<file path="config.mk">
export PLATFORM = sky130hd
export DESIGN_NAME = ptw_front
export DESIGN_NICKNAME = d
export VERILOG_FILES = /design/src/sv/ptw_pkg.sv /design/src/sv/ptw_front.sv
export SDC_FILE = /design/constraint.sdc
export NUM_CORES = 1
export LEC_CHECK = 0
export ABC_AREA = 1
export BUFFER_PORTS_ARGS = -buffer_cell sky130_fd_sc_hd__buf_4
export CAP_MARGIN = 15
export CORE_AREA = 2 2 178 180
export DETAILED_ROUTE_END_ITERATION = 8
export DIE_AREA = 0 0 180 182
export PLACE_DENSITY = 0.65
export SLEW_MARGIN = 15
export SYNTH_ARGS = -nofsm -noshare
export SYNTH_HDL_FRONTEND = slang
export SYNTH_SLANG_ARGS = --single-unit
</file>
<file path="constraint.sdc">
create_clock -name clk -period 8.15 [get_ports clk]
set_input_delay 0 -clock clk [delete_from_list [all_inputs] [get_ports clk]]
set_output_delay 0 -clock clk [all_outputs]
set_load 0.02 [all_outputs]
</file>
<file path="src/sv/ptw_pkg.sv">
`default_nettype none
package ptw_pkg;
  localparam int STORE_WORDS = 65536;
  localparam int AW = $clog2(STORE_WORDS);
  localparam int QDEPTH = 2;

  localparam logic [1:0] MODE_TRANSLATE = 2'd0;
  localparam logic [1:0] MODE_MAP = 2'd1;
  localparam logic [1:0] MODE_UNMAP = 2'd2;
  localparam logic [1:0] MODE_PROTECT = 2'd3;

  localparam logic [1:0] REG_ACTIVE_ROOT = 2'd0;
  localparam logic [1:0] REG_POOL_BASE = 2'd1;
  localparam logic [1:0] REG_POOL_PAGES = 2'd2;

  localparam logic [3:0] ST_OK = 4'd0;
  localparam logic [3:0] ST_NONCANON = 4'd1;
  localparam logic [3:0] ST_UNALIGNED = 4'd2;
  localparam logic [3:0] ST_NULL = 4'd3;
  localparam logic [3:0] ST_ENCODE = 4'd4;
  localparam logic [3:0] ST_UNMAPPED = 4'd5;
  localparam logic [3:0] ST_LARGE = 4'd6;
  localparam logic [3:0] ST_EXHAUSTED = 4'd7;
  localparam logic [3:0] ST_UNCHANGED = 4'd8;

  localparam logic [63:0] FLAG_MASK = 64'h8000_0000_0000_01FE;

  typedef struct packed {
    logic [3:0]  pre_status;
    logic [1:0]  mode;
    logic [47:0] va;
    logic [39:0] pa_page;
    logic [63:0] flags;
    logic [39:0] root_page;
  } item_t;

  typedef struct packed {
    logic [51:0] active_root;
    logic [51:0] pool_base;
    logic [7:0]  pool_pages;
  } cfg_t;

  typedef struct packed {
    logic [3:0]  status;
    logic [51:0] translated;
    logic        invalidate;
  } res_t;

  function automatic logic [AW-1:0] word_addr(input logic [39:0] page, input logic [8:0] idx);
    logic [48:0] full;
    full = {page, idx};
    return full[AW-1:0];
  endfunction
endpackage
`default_nettype wire

</file>
<file path="src/sv/ptw_front.sv">
`default_nettype none
module ptw_front
  import ptw_pkg::*;
(
  input  wire logic        clk,
  input  wire logic        rst,
  input  wire logic        push,
  output logic             full,
  input  wire logic [1:0]  mode,
  input  wire logic [63:0] virt_address,
  input  wire logic [63:0] phys_address,
  input  wire logic [63:0] entry_flags,
  input  wire logic [63:0] root_table,
  input  wire logic        clearing,
  output logic             q_valid,
  output item_t            q_item,
  input  wire logic        q_pop
);
  localparam int PW = $clog2(QDEPTH);

  item_t               slots [QDEPTH];
  logic [PW-1:0]       wptr;
  logic [PW-1:0]       rptr;
  logic [PW:0]         count;
  item_t               item_in;
  logic                do_push;
  logic                do_pop;
  logic                canon;
  logic                unaligned;
  logic                enc_bad;

  always_comb begin
    canon = (virt_address[63:47] == '0) || (virt_address[63:47] == '1);
    unaligned = (root_table[11:0] != '0) ||
                (mode != MODE_TRANSLATE && virt_address[11:0] != '0) ||
                (mode == MODE_MAP && phys_address[11:0] != '0);
    enc_bad = (root_table[63:52] != '0) || (mode == MODE_MAP && phys_address[63:52] != '0);
    item_in.mode = mode;
    item_in.va = virt_address[47:0];
    item_in.pa_page = phys_address[51:12];
    item_in.flags = entry_flags & FLAG_MASK;
    item_in.root_page = root_table[51:12];
    if (!canon) begin
      item_in.pre_status = ST_NONCANON;
    end else if (unaligned) begin
      item_in.pre_status = ST_UNALIGNED;
    end else if (root_table == '0) begin
      item_in.pre_status = ST_NULL;
    end else if (enc_bad) begin
      item_in.pre_status = ST_ENCODE;
    end else begin
      item_in.pre_status = ST_OK;
    end
  end

  assign full = (count == (PW+1)'(QDEPTH)) || clearing;
  assign do_push = push && !full;
  assign q_valid = (count != '0);
  assign do_pop = q_pop && q_valid;
  assign q_item = slots[rptr];

  always_ff @(posedge clk) begin
    if (do_push) begin
      slots[wptr] <= item_in;
    end
    if (rst) begin
      wptr <= '0;
      rptr <= '0;
      count <= '0;
    end else begin
      if (do_push) begin
        wptr <= (wptr == PW'(QDEPTH-1)) ? '0 : wptr + 1'b1;
      end
      if (do_pop) begin
        rptr <= (rptr == PW'(QDEPTH-1)) ? '0 : rptr + 1'b1;
      end
      count <= count + (PW+1)'(do_push) - (PW+1)'(do_pop);
    end
  end
endmodule
`default_nettype wire

</file>
==> out/summary.log, run 1 <==
[placed_design] number of port buffers 351
[power] Switching Fraction 0.277
[floorplanning] total die area 0.0328 mm2
[sta] clk_skew 7.24 ps
[cts] cts bufs inserted 31
[layout] area of all placed cells without fillers 0.0170 mm2
[layout] synthesis-to-finish area growth 44.2%
[setup_path] required time of the critical path 8150 ps
[routing] routed via count divided by cell count 4.45
[cts] Bufs on Longest Clock Path 3
[global_route] remaining global-route overflow 0
[cts] CTS tree yes
[power] total power draw 0.00430 W
[routing] remaining routing DRC violations 0
[synthesis] #FFs+latches synth 289
[sta] Period minus WS final 2900 ps
[hold_path] HP Start virt_address[63]
[floorplanning] width of the die 180 um
[synthesis] sequential element share of the synthesized area 0.732
[power] Cell Int Power 0.00311 W
[power] part of the total power dissipated in sequential elements 0.424
[cts] Skew-Pair Late Insertion Delay 540 ps
[sta] worst-margin pin slew 1000 ps
[sta] period utilization 0.356
[global_route] GRT Total Usage 0.159
[global_route] vias in the first global route 7287
[sta] total count of hold-check failures in the final report 0
[setup_path] Reg-to-Reg Start count[0]$_SDFF_PP0_
[run] max-capacitance violation count 0
[synthesis] netlist area before placement 0.0118 mm2
[power] peak supply drop 0.181 mV
[hold_path] depth of the worst hold-timing path 5
[routing] total via count in the routed design 7174
[placed_design] HPWL after detailed placement 18800 um
[setup_path] peak fanout along the critical path 48
[cts] clock transition time at the flip-flop clock pins of the worst setup and hold paths 60 ps
[global_route] largest net degree at the start of global routing 72
[cts] Post-CTS Repair Setup Buffers 0
[power] clock network fraction of design power 0.303
[sta] Setup WS post-layout 5250 ps
[routing] routed length per placed instance 17.1 um
[cts] TritonCTS Sinks 289
[floorplanning] floorplan die height 182 um
[routing] antenna-violating nets left 0
[power] leakage dissipation 6.70 nW
[power] Pwr Density 253 mW/mm2
[layout] share of final-layout standard cells stronger than drive strength 1 0.450
[floorplanning] initial core utilization 0.380
[routing] 1st-pass router iterations 4
[setup_path] cells on worst reg2reg path 5
[placed_design] Routability Congestion 0.726
[placed_design] worst slack, placed 5370 ps
[setup_path] startpoint kind of the worst setup timing path register
[sta] Final Max Slew Viols 0
[synthesis] Warnings, synthesis 0
[floorplanning] number of top-level design ports 463
[sta] RSZ-0062 raised after global routing no
[placed_design] post-place instance area 0.0146 mm2
[synthesis] cells after synthesis 672
[setup_path] data arrival time of the critical path 2900 ps
[layout] nets@finish 1452
[routing] initial DRC count 341
[floorplanning] core area 0.0310 mm2
[power] net switching power 0.00119 W
[cts] buffer type at the clock tree root sky130_fd_sc_hd__clkbuf_16
[power] combinational cell fraction of total power 0.273
[cts] number of H-tree levels 1
[hold_path] min-delay worst type in2reg
[synthesis] library cells used by synthesis 23
[synthesis] Avg Synthesized Cell Area 17.5 um2
[layout] fill cell instance count of the final layout 2450
[routing] sum of routed wire length over all layers 27600 um
[outcome] status complete, no violations
[setup_path] Crit Path Category reg2out
[setup_path] sort of element at the end of the critical path primary output
[global_route] initial antenna violation count 1
[layout] area taken by multi-input logic gates 0.00278 mm2
[sta] Max-Slew Margin vs Limit 0.331
[sta] highest attainable clock frequency 345 MHz
[sta] accumulated negative setup slack 0 ps
[global_route] first-pass GRT wire length 40500 um
[layout] Sequential Area 0.00863 mm2
[sta] Setup Viol. Count Final 0
[floorplanning] row count 65
==> registers in the layout, indices dropped and copies added, names as in the netlist, named ones only <==
register / count
count: 2
wptr: 1
slots: 284
rptr: 1
==> cell type report <==
| class | count | area share |
|---|---|---|
| diodes | 1 | 0.000147 |
| clock buffers | 40 | 0.0476 |
| clock inverters | 16 | 0.00765 |
| inverters | 11 | 0.00243 |
| multi-input cells | 355 | 0.163 |
| flip-flops and latches | 289 | 0.508 |
| well taps | 402 | 0.0296 |
| repair buffers | 499 | 0.241 |
==> cell usage after synthesis <==
cell | n | area share
sky130_fd_sc_hd__or2_2 | 2 | 0.0011
sky130_fd_sc_hd__inv_1 | 11 | 0.0035
sky130_fd_sc_hd__o21ai_0 | 1 | 0.00042
sky130_fd_sc_hd__a21oi_1 | 3 | 0.0013
sky130_fd_sc_hd__buf_2 | 6 | 0.0025
sky130_fd_sc_hd__buf_6 | 10 | 0.0096
sky130_fd_sc_hd__nand4_1 | 2 | 0.0011
sky130_fd_sc_hd__and2_1 | 2 | 0.0011
sky130_fd_sc_hd__mux2_2 | 62 | 0.059
sky130_fd_sc_hd__nand2_1 | 52 | 0.017
sky130_fd_sc_hd__edfxtp_1 | 284 | 0.72
sky130_fd_sc_hd__a21boi_0 | 1 | 0.00064
sky130_fd_sc_hd__xnor2_1 | 1 | 0.00074
sky130_fd_sc_hd__conb_1 | 1 | 0.00032
sky130_fd_sc_hd__nor3_1 | 2 | 0.00085
sky130_fd_sc_hd__nand3_1 | 3 | 0.0013
sky130_fd_sc_hd__dfxtp_1 | 5 | 0.0085
sky130_fd_sc_hd__ha_1 | 2 | 0.0021
sky130_fd_sc_hd__nor3b_1 | 2 | 0.0013
sky130_fd_sc_hd__buf_4 | 56 | 0.036
sky130_fd_sc_hd__and2_0 | 2 | 0.0011
sky130_fd_sc_hd__nor2_1 | 82 | 0.026
sky130_fd_sc_hd__mux2_4 | 80 | 0.10
==> placed cells by master (no fill, tap or decap) <==
master	n
sky130_fd_sc_hd__and2_0	2
sky130_fd_sc_hd__and2_1	2
sky130_fd_sc_hd__nor3b_1	2
sky130_fd_sc_hd__nand2_1	52
sky130_fd_sc_hd__or2_2	2
sky130_fd_sc_hd__diode_2	1
sky130_fd_sc_hd__clkinv_2	6
sky130_fd_sc_hd__clkbuf_1	9
sky130_fd_sc_hd__clkinv_1	6
sky130_fd_sc_hd__buf_4	357
sky130_fd_sc_hd__edfxtp_1	284
sky130_fd_sc_hd__a21oi_1	3
sky130_fd_sc_hd__inv_6	2
sky130_fd_sc_hd__nor3_1	2
sky130_fd_sc_hd__dlygate4sd3_1	142
sky130_fd_sc_hd__inv_1	11
sky130_fd_sc_hd__dfxtp_4	1
sky130_fd_sc_hd__nor2_1	80
sky130_fd_sc_hd__nand4_1	2
sky130_fd_sc_hd__o21ai_0	1
sky130_fd_sc_hd__ha_1	2
sky130_fd_sc_hd__mux2_2	62
sky130_fd_sc_hd__clkbuf_16	31
sky130_fd_sc_hd__xnor2_1	1
sky130_fd_sc_hd__a21boi_0	1
sky130_fd_sc_hd__nor2_4	2
sky130_fd_sc_hd__nand3_1	3
sky130_fd_sc_hd__dfxtp_1	4
sky130_fd_sc_hd__conb_1	56
sky130_fd_sc_hd__bufinv_16	2
sky130_fd_sc_hd__mux2_4	80
==> path summary, 6_finish.rpt <==
check,to,slack [ps]
worst max-delay path,q_item[2],5250
worst min-delay path,slots[0][139]$_DFFE_PP_,20
worst max register to register,slots[0][3]$_DFFE_PP_,5410
worst min register to register,rptr$_SDFFE_PP0P_,500
==> logic make-up after synthesis <==
| logic type | share of synthesized area |
|---|---|
| other cells | 0.000318 |
| simple gates | 0.0503 |
| xor+xnor | 0.000743 |
| mux | 0.161 |
| flops | 0.732 |
| buf+inv | 0.0513 |
| fa+ha+maj | 0.00212 |
| compound gates | 0.00233 |
==> critical path, cell delays in order, from the launching register on <==
cell and delay (ps):
sky130_fd_sc_hd__dfxtp_4 870, sky130_fd_sc_hd__buf_4 790, sky130_fd_sc_hd__mux2_2 420, sky130_fd_sc_hd__buf_4 160
==> per-layer routing <==
metal | GRT usage | vias to the layer above | wire length [um] | part of all wire
met3 | 0.0353 | 45 | 1900 | 0.069
met4 | 0.0420 | 0 | 555 | 0.020
met1 | 0.183 | 3430 | 10500 | 0.38
met2 | 0.298 | 301 | 14600 | 0.53
met5 | 0 | - | 0 | 0
li1 | - | 3398 | - | -
==> through the flow <==
step | hold WS [ps] | utilization | instances
2_1_floorplan | 69.1 | - | 727
3_3_place_gp | 185 | 0.472 | 1414
3_5_place_dp | 188 | 0.472 | 1414
4_1_cts | 7.96 | 0.549 | 1612
5_1_grt | 47.2 | 0.549 | 1613
6_report | 23.0 | 0.549 | 1613
==> repair_timing <==
| item | CTS | global route |
|---|---|---|
| hold endpoints to repair | 285 | 0 |
| hold buffers | 142 | 0 |
| resized for setup | 0 | 0 |
==> power by group through the flow <==
stage          registers [W]  logic, W  clock network (W)
6_report             0.00182   0.00118            0.00130
5_1_grt              0.00184   0.00124            0.00140
4_1_cts              0.00183   0.00119            0.00134
3_5_place_dp         0.00186   0.00113                  0
3_3_place_gp         0.00185   0.00112                  0
2_1_floorplan        0.00184  0.000756                  0
No activity file was read; power rests on OpenSTA's default activity.
==> run 2, diff against run 1 <==
--- a/config.mk
+++ b/config.mk
@@ -5,13 +5,12 @@
 export SDC_FILE = /design/constraint.sdc
 export NUM_CORES = 1
 export LEC_CHECK = 0
-export ABC_AREA = 1
+export ABC_AREA = 0
 export BUFFER_PORTS_ARGS = -buffer_cell sky130_fd_sc_hd__buf_4
 export CAP_MARGIN = 15
-export CORE_AREA = 2 2 178 180
+export CORE_AREA = 2 2 181 183
 export DETAILED_ROUTE_END_ITERATION = 8
-export DIE_AREA = 0 0 180 182
-export PLACE_DENSITY = 0.65
+export DIE_AREA = 0 0 183 185
 export SLEW_MARGIN = 15
 export SYNTH_ARGS = -nofsm -noshare
 export SYNTH_HDL_FRONTEND = slang
==> constraint.sdc (replaced) <==
create_clock -name clk -period 2.9 [get_ports clk]
set_input_delay 0 -clock clk [delete_from_list [all_inputs] [get_ports clk]]
set_output_delay 0 -clock clk [all_outputs]
set_load 0.02 [all_outputs]
==> out/summary.log, run 2 <==
[outcome] status complete, no violations
[sta] highest attainable clock frequency 403 MHz
[routing] routed length per placed instance 17.7 um [+3.2%]
[setup_path] cell count along the critical path 8 [+5]
[global_route] largest net degree at the start of global routing 89 [+24%]
[power] peak supply drop 0.530 mV [+190%]
[layout] register name with the most flops slots
[cts] number of H-tree levels 1 [unchanged]
[sta] Period minus WS final 2480 ps
[synthesis] cell types with the largest area share after synthesis sky130_fd_sc_hd__edfxtp_1 (76%), sky130_fd_sc_hd__mux2_2 (14%), sky130_fd_sc_hd__buf_4 (3.7%)
[synthesis] leading post-synthesis cells by instance count sky130_fd_sc_hd__edfxtp_1 (284), sky130_fd_sc_hd__mux2_2 (142), sky130_fd_sc_hd__buf_4 (56), sky130_fd_sc_hd__nor4_1 (27), sky130_fd_sc_hd__buf_2 (14)
[cts] Skew-Pair Late Insertion Delay 550 ps [about the same]
[setup_path] peak fanout along the critical path 3 [-94%]
[layout] antenna diode instance count 0 [-1]
[routing] remaining routing DRC violations 0 [unchanged]
[setup_path] worst stage delay on the critical path 580 ps [-290 ps]
[hold_path] depth of the worst hold-timing path 4 [-1]
[hold_path] min-delay worst type in2reg
[power] total power draw 0.0122 W [+180%]
[synthesis] sequential element share of the synthesized area 0.770 [+0.0377]
[synthesis] Avg Synthesized Cell Area 19.3 um2 [+10%]
[synthesis] netlist area before placement 0.0112 mm2 [-4.9%]
[cts] cts bufs inserted 31 [unchanged]
[setup_path] most used cell, CP sky130_fd_sc_hd__dlygate4sd3_1
[placed_design] Routability Congestion 0.791 [+9.0%]
[synthesis] fraction of synthesized cell area taken by the top area cell type 0.761 [+0.0373]
[synthesis] #FFs+latches synth 289 [unchanged]
[synthesis] Main synth FF type sky130_fd_sc_hd__edfxtp_1
[synthesis] library cells used by synthesis 30 [+30%]
[layout] most frequent standard cell in the layout excluding fill and tap cells sky130_fd_sc_hd__buf_4
[global_route] initial antenna violation count 0 [-1]
[floorplanning] number of top-level design ports 463 [unchanged]
[power] Pwr Density 736 mW/mm2 [+190%]
[setup_path] sort of element at the end of the critical path register
[placed_design] post-place instance area 0.0142 mm2 [-2.9%]
[cts] Bufs on Longest Clock Path 3 [unchanged]
[cts] Post-CTS Repair Setup Buffers 0 [unchanged]
[layout] final cell utilization of the core 0.518 [-0.0308]
[routing] antenna-violating nets left 0 [unchanged]
[sta] Final Max Slew Viols 0 [unchanged]
[layout] number of cells in the finished layout apart from fillers 1529 [-5.2%]
[floorplanning] floorplan die height 185 um [+1.6%]
[global_route] vias in the first global route 6978 [-4.2%]
[cts] CTS tree yes
[routing] sum of routed wire length over all layers 27000 um [-2.2%]
[synthesis] most numerous cell in the Yosys netlist sky130_fd_sc_hd__edfxtp_1
[placed_design] placed instance count 1328 [-6.1%]
[sta] RSZ-0062 raised after global routing no
[setup_path] startpoint kind of the worst setup timing path input pin
[layout] top library cells by usage in the layout, fill and taps aside sky130_fd_sc_hd__buf_4 (351), sky130_fd_sc_hd__edfxtp_1 (284), sky130_fd_sc_hd__dlygate4sd3_1 (145)
[setup_path] Crit path max-delay family buffers and inverters
[layout] nets@finish 1363 [-6.1%]
[routing] routed via count divided by cell count 4.45 [about the same]
[layout] synthesis-to-finish area growth 48.0%
[setup_path] slowest cell on the critical path sky130_fd_sc_hd__dlygate4sd3_1
[sta] worst-margin pin slew 664 ps [-339 ps]
[setup_path] CP bufs+invs 4 [+2]
[cts] Hold Buf Count CTS 145 [+2.1%]
[global_route] remaining global-route overflow 0 [unchanged]
[setup_path] Crit Path Category in2reg
[cts] clock transition time at the flip-flop clock pins of the worst setup and hold paths 60 ps [about the same]
[floorplanning] width of the die 183 um [+1.7%]
[layout] Regs by FF count slots x284, count x2
[setup_path] cells on worst reg2reg path 8 [+3]
[synthesis] number of synthesized flops with an enable pin 284 [unchanged]
[routing] total via count in the routed design 6806 [-5.1%]
[synthesis] cells after synthesis 580 [-14%]
[cts] PostCTS Resize Cnt 0 [unchanged]
[synthesis] Warnings, synthesis 0 [unchanged]
[layout] number of flip-flops under the largest register name 284 [unchanged]
[setup_path] required time of the critical path 3200 ps [-4950 ps]
[global_route] GRT Total Usage 0.150 [-0.00904]
[floorplanning] core area 0.0320 mm2 [+3.4%]
[placed_design] number of port buffers 351 [unchanged]
[placed_design] HPWL after detailed placement 17800 um [-5.1%]
[cts] buffer type at the clock tree root sky130_fd_sc_hd__clkbuf_16
[floorplanning] initial core utilization 0.350 [-0.0306]
[routing] 1st-pass router iterations 4 [unchanged]
[layout] share of final-layout standard cells stronger than drive strength 1 0.486 [+0.0358]
[routing] initial DRC count 318 [-6.7%]
[setup_path] critical path cell sequence dlygate4sd3_1 > buf_4 > nor4_1 > dlygate4sd3_1 > nand3_1 > dlygate4sd3_1 > nor3_1 > nor4b_1
[cts] TritonCTS Sinks 289 [unchanged]
[floorplanning] row count 66 [+1.5%]
[synthesis] biggest area consumer among synthesized cells sky130_fd_sc_hd__edfxtp_1
[sta] Max-Slew Margin vs Limit 0.556 [+0.224]
[global_route] first-pass GRT wire length 38900 um [-4.0%]
[run] max-capacitance violation count 0 [unchanged]
[sta] accumulated negative setup slack 0 ps [unchanged]
[floorplanning] total die area 0.0339 mm2 [+3.3%]
[layout] area of all placed cells without fillers 0.0166 mm2 [-2.4%]
[sta] total count of hold-check failures in the final report 0 [unchanged]
[setup_path] data arrival time of the critical path 2790 ps [-110 ps]
[sta] Setup Viol. Count Final 0 [unchanged]
[synthesis] share of flip-flops with an asynchronous set or reset 0 [unchanged]
[power] leakage dissipation 6.24 nW [-6.9%]
[sta] clk_skew 10.1 ps [+2.91 ps]
[sta] period utilization 0.856
run 2: changes by cell type in the layout (fill, tap and decap cells not counted), moves of 4 or more:
| cell | change |
|---|---|
| sky130_fd_sc_hd__nor2_1 | -73 |
| sky130_fd_sc_hd__clkinv_2 | -4 |
| sky130_fd_sc_hd__mux2_2 | +80 |
| sky130_fd_sc_hd__nor4_1 | +27 |
| sky130_fd_sc_hd__nand2_1 | -51 |
| sky130_fd_sc_hd__buf_12 | +6 |
| sky130_fd_sc_hd__inv_1 | -8 |
| sky130_fd_sc_hd__mux2_4 | -80 |
| sky130_fd_sc_hd__buf_4 | -6 |
run 2: worst paths after layout:
path	startpoint	to	slack (ps)
max	root_table[6]	slots[0][141]$_DFFE_PP_	420
min reg2reg	rptr$_SDFFE_PP0P_	rptr$_SDFFE_PP0P_	520
max reg2reg	count[1]$_SDFF_PP0_	count[1]$_SDFF_PP0_	990
min	virt_address[54]	slots[1][140]$_DFFE_PP_	70
run 2: layout make-up:
type / instances / area, um2
multi-input cells: 270 / 2290
inverters: 4 / 15.0
clock buffers: 41 / 813
fillers: 2657 / 15400
repair buffers: 502 / 4210
clock inverters: 15 / 120
well taps: 408 / 510
flip-flops and latches: 289 / 8630
run 2: metal layers:
metal / track usage / share of wire / up-vias
met3: 0.0383 / 0.072 / 45
met4: 0.0416 / 0.021 / 0
li1: - / - / 3211
met1: 0.177 / 0.39 / 3270
met5: 0 / 0 / -
met2: 0.271 / 0.51 / 280
run 2: where the power goes:
| part | internal (W) | switching, W |
|---|---|---|
| combinational | 0.00169 | 0.00182 |
| clock | 0.00213 | 0.00151 |
| sequential | 0.00495 | 0.000122 |
| total | 0.00877 | 0.00345 |
run 2: metrics by stage:
step | worst slack (ps) | hold WS, ps
2_1_floorplan | -293 | 64.2
3_3_place_gp | 1010 | 185
3_5_place_dp | 985 | 187
4_1_cts | 416 | 31.9
5_1_grt | 246 | 89.7
6_report | 419 | 65.7
run 2: kinds of logic after synthesis:
kind of cell / count (synthesis) / share of synthesized area
AOI/OAI and AO/OA: 8 / 0.00458
xor gates and xnor gates: 4 / 0.00312
adders and majority gates: 2 / 0.00223
buffers and inverters: 76 / 0.0458
DFF: 289 / 0.770
muxes: 142 / 0.143
other: 1 / 0.000334
and+or+nand+nor: 58 / 0.0318
run 2: worst min-delay path: stages:
cell,delay (ps)
sky130_fd_sc_hd__buf_4,80
sky130_fd_sc_hd__and2_1,110
sky130_fd_sc_hd__a22oi_1,110
sky130_fd_sc_hd__a21oi_1,170
==> run 3, diff against run 2 <==
--- a/config.mk
+++ b/config.mk
@@ -11,6 +11,7 @@
 export CORE_AREA = 2 2 181 183
 export DETAILED_ROUTE_END_ITERATION = 8
 export DIE_AREA = 0 0 183 185
+export RECOVER_POWER = 25
 export SLEW_MARGIN = 15
 export SYNTH_ARGS = -nofsm -noshare
 export SYNTH_HDL_FRONTEND = slang
==> out/summary.log, run 3 (synthesized netlist as in run 2, its figures left out) <==
[outcome] status complete, no violations
[placed_design] number of port buffers 351 [unchanged]
[power] leakage dissipation 6.10 nW [-2.2%]
[global_route] met1 Resource Use GR 0.177 [unchanged]
[hold_path] min-delay worst type in2reg
[layout] register name with the most flops slots
[global_route] met3 track demand over resource 0.0383 [unchanged]
[floorplanning] number of top-level design ports 463 [unchanged]
[layout] antenna diode instance count 0 [unchanged]
[global_route] first-pass GRT wire length 38900 um [unchanged]
[layout] Regs by FF count slots x284, count x2
[cts] clock transition time at the flip-flop clock pins of the worst setup and hold paths 60 ps [about the same]
[sta] clk_skew 10.7 ps [+0.541 ps]
[setup_path] Crit Path Category in2reg
[cts] cts bufs inserted 31 [unchanged]
[cts] CTS tree yes
[layout] most frequent standard cell in the layout excluding fill and tap cells sky130_fd_sc_hd__edfxtp_1
[floorplanning] row count 66 [unchanged]
[sta] highest attainable clock frequency 404 MHz [+0.30%]
[floorplanning] floorplan die height 185 um [unchanged]
[sta] total count of hold-check failures in the final report 0 [unchanged]
[sta] Max-Slew Margin vs Limit 0.554 [-0.00111]
[cts] Skew-Pair Late Insertion Delay 550 ps [about the same]
[routing] sum of routed wire length over all layers 26900 um [-0.46%]
[cts] buffer type at the clock tree root sky130_fd_sc_hd__clkbuf_16
[layout] number of flip-flops under the largest register name 284 [unchanged]
[sta] RSZ-0062 raised after global routing no
[sta] worst hold-check slack 67.4 ps [+1.68 ps]
[placed_design] Routability Congestion 0.791 [unchanged]
[floorplanning] width of the die 183 um [unchanged]
[floorplanning] core area 0.0320 mm2 [unchanged]
[sta] Final Max Slew Viols 0 [unchanged]
[global_route] met2 GRT Util 0.271 [unchanged]
[routing] routed length per placed instance 17.6 um [-0.46%]
[layout] synthesis-to-finish area growth 46.8%
[routing] initial DRC count 323 [+1.6%]
[layout] area taken by multi-input logic gates 0.00229 mm2 [unchanged]
[setup_path] data arrival time of the critical path 2780 ps [about the same]
[global_route] busiest layer in global routing met2
[floorplanning] total die area 0.0339 mm2 [unchanged]
[layout] fill cell instance count of the final layout 2693 [+1.4%]
[sta] Period minus WS final 2470 ps [-7.32 ps]
[setup_path] peak fanout along the critical path 3 [unchanged]
[routing] routed via count divided by cell count 4.45 [-0.10%]
[layout] nets@finish 1363 [unchanged]
[routing] total via count in the routed design 6799 [-0.10%]
[global_route] vias in the first global route 6978 [unchanged]
[power] total power draw 0.0122 W [-0.24%]
[setup_path] required time of the critical path 3200 ps [about the same]
[placed_design] worst slack, placed 985 ps [unchanged]
[cts] number of H-tree levels 1 [unchanged]
[setup_path] startpoint kind of the worst setup timing path input pin
[cts] Bufs on Longest Clock Path 3 [unchanged]
[sta] Setup Viol. Count Final 0 [unchanged]
[sta] period utilization 0.853 [-0.00252]
[power] Pwr Density 740 mW/mm2 [+0.56%]
[global_route] GRT Total Usage 0.150 [unchanged]
[power] peak supply drop 0.530 mV [about the same]
[layout] Sequential Area 0.00863 mm2 [unchanged]
[routing] 1st-pass router iterations 4 [unchanged]
[cts] TritonCTS Sinks 289 [unchanged]
[run] max-capacitance violation count 0 [unchanged]
[global_route] largest net degree at the start of global routing 89 [unchanged]
[layout] top library cells by usage in the layout, fill and taps aside sky130_fd_sc_hd__edfxtp_1 (284), sky130_fd_sc_hd__buf_4 (259), sky130_fd_sc_hd__dlygate4sd3_1 (145)
[placed_design] HPWL after detailed placement 17800 um [unchanged]
[sta] worst-margin pin slew 665 ps [+1.65 ps]
[sta] Setup WS post-layout 426 ps [+7.32 ps]
[setup_path] sort of element at the end of the critical path register
[routing] remaining routing DRC violations 0 [unchanged]
[routing] antenna-violating nets left 0 [unchanged]
[global_route] remaining global-route overflow 0 [unchanged]
[global_route] initial antenna violation count 0 [unchanged]
[layout] share of final-layout standard cells stronger than drive strength 1 0.455 [-0.0312]
[floorplanning] initial core utilization 0.350 [unchanged]
-- run 3: final timing paths --
path	startpoint	endpoint	slack, ps	cells past startpoint
setup / recovery	root_table[6]	slots[0][141]$_DFFE_PP_	430	8
hold / removal	virt_address[54]	slots[1][140]$_DFFE_PP_	70	4
setup reg to reg	count[1]$_SDFF_PP0_	count[1]$_SDFF_PP0_	990	8
hold reg to reg	rptr$_SDFFE_PP0P_	rptr$_SDFFE_PP0P_	520	2
-- run 3: per-layer routing --
layer,vias to the layer above,wire length [um],share of wire
li1,3214,-,-
met1,3258,10500,0.39
met2,282,13700,0.51
met3,45,2020,0.075
met4,0,568,0.021
met5,-,0,0
-- run 3: critical path: stages --
cell,delay (ps)
sky130_fd_sc_hd__dlygate4sd3_1,540
sky130_fd_sc_hd__buf_4,130
sky130_fd_sc_hd__nor4_1,140
sky130_fd_sc_hd__dlygate4sd3_1,580
sky130_fd_sc_hd__nand3_1,70
sky130_fd_sc_hd__dlygate4sd3_1,570
sky130_fd_sc_hd__nor3_1,350
sky130_fd_sc_hd__nor4b_1,410
-- run 3: stage by stage --
| step | utilization | instances | TNS (ps) | area, um2 |
|---|---|---|---|---|
| floorplan | - | 635 | -78760 | 11400 |
| global placement | 0.443 | 1328 | 0 | 14200 |
| detailed placement | 0.443 | 1328 | 0 | 14200 |
| CTS | 0.518 | 1529 | 0 | 16600 |
| global route | 0.514 | 1529 | 0 | 16500 |
| finish | 0.514 | 1529 | 0 | 16500 |
-- run 3: power by group --
| part | internal (W) | switching [W] |
|---|---|---|
| combinational | 0.00167 | 0.00181 |
| sequential | 0.00495 | 0.000122 |
| clock | 0.00213 | 0.00151 |
-- run 3: timing repair --
action | CTS | global route
hold endpoints to repair | 285 | 0
buffers inserted | 0 | 0
resized for setup | 0 | 0
hold buffers | 145 | 0
-- run 3: area by class of cell --
type                       count  share of cell area
sequential                   289               0.525
timing repair buffer         502               0.248
clock inverter                15             0.00730
tap                          408              0.0310
inverter                       4            0.000912
multi-input combinational    270               0.139
clock buffer                  41              0.0494
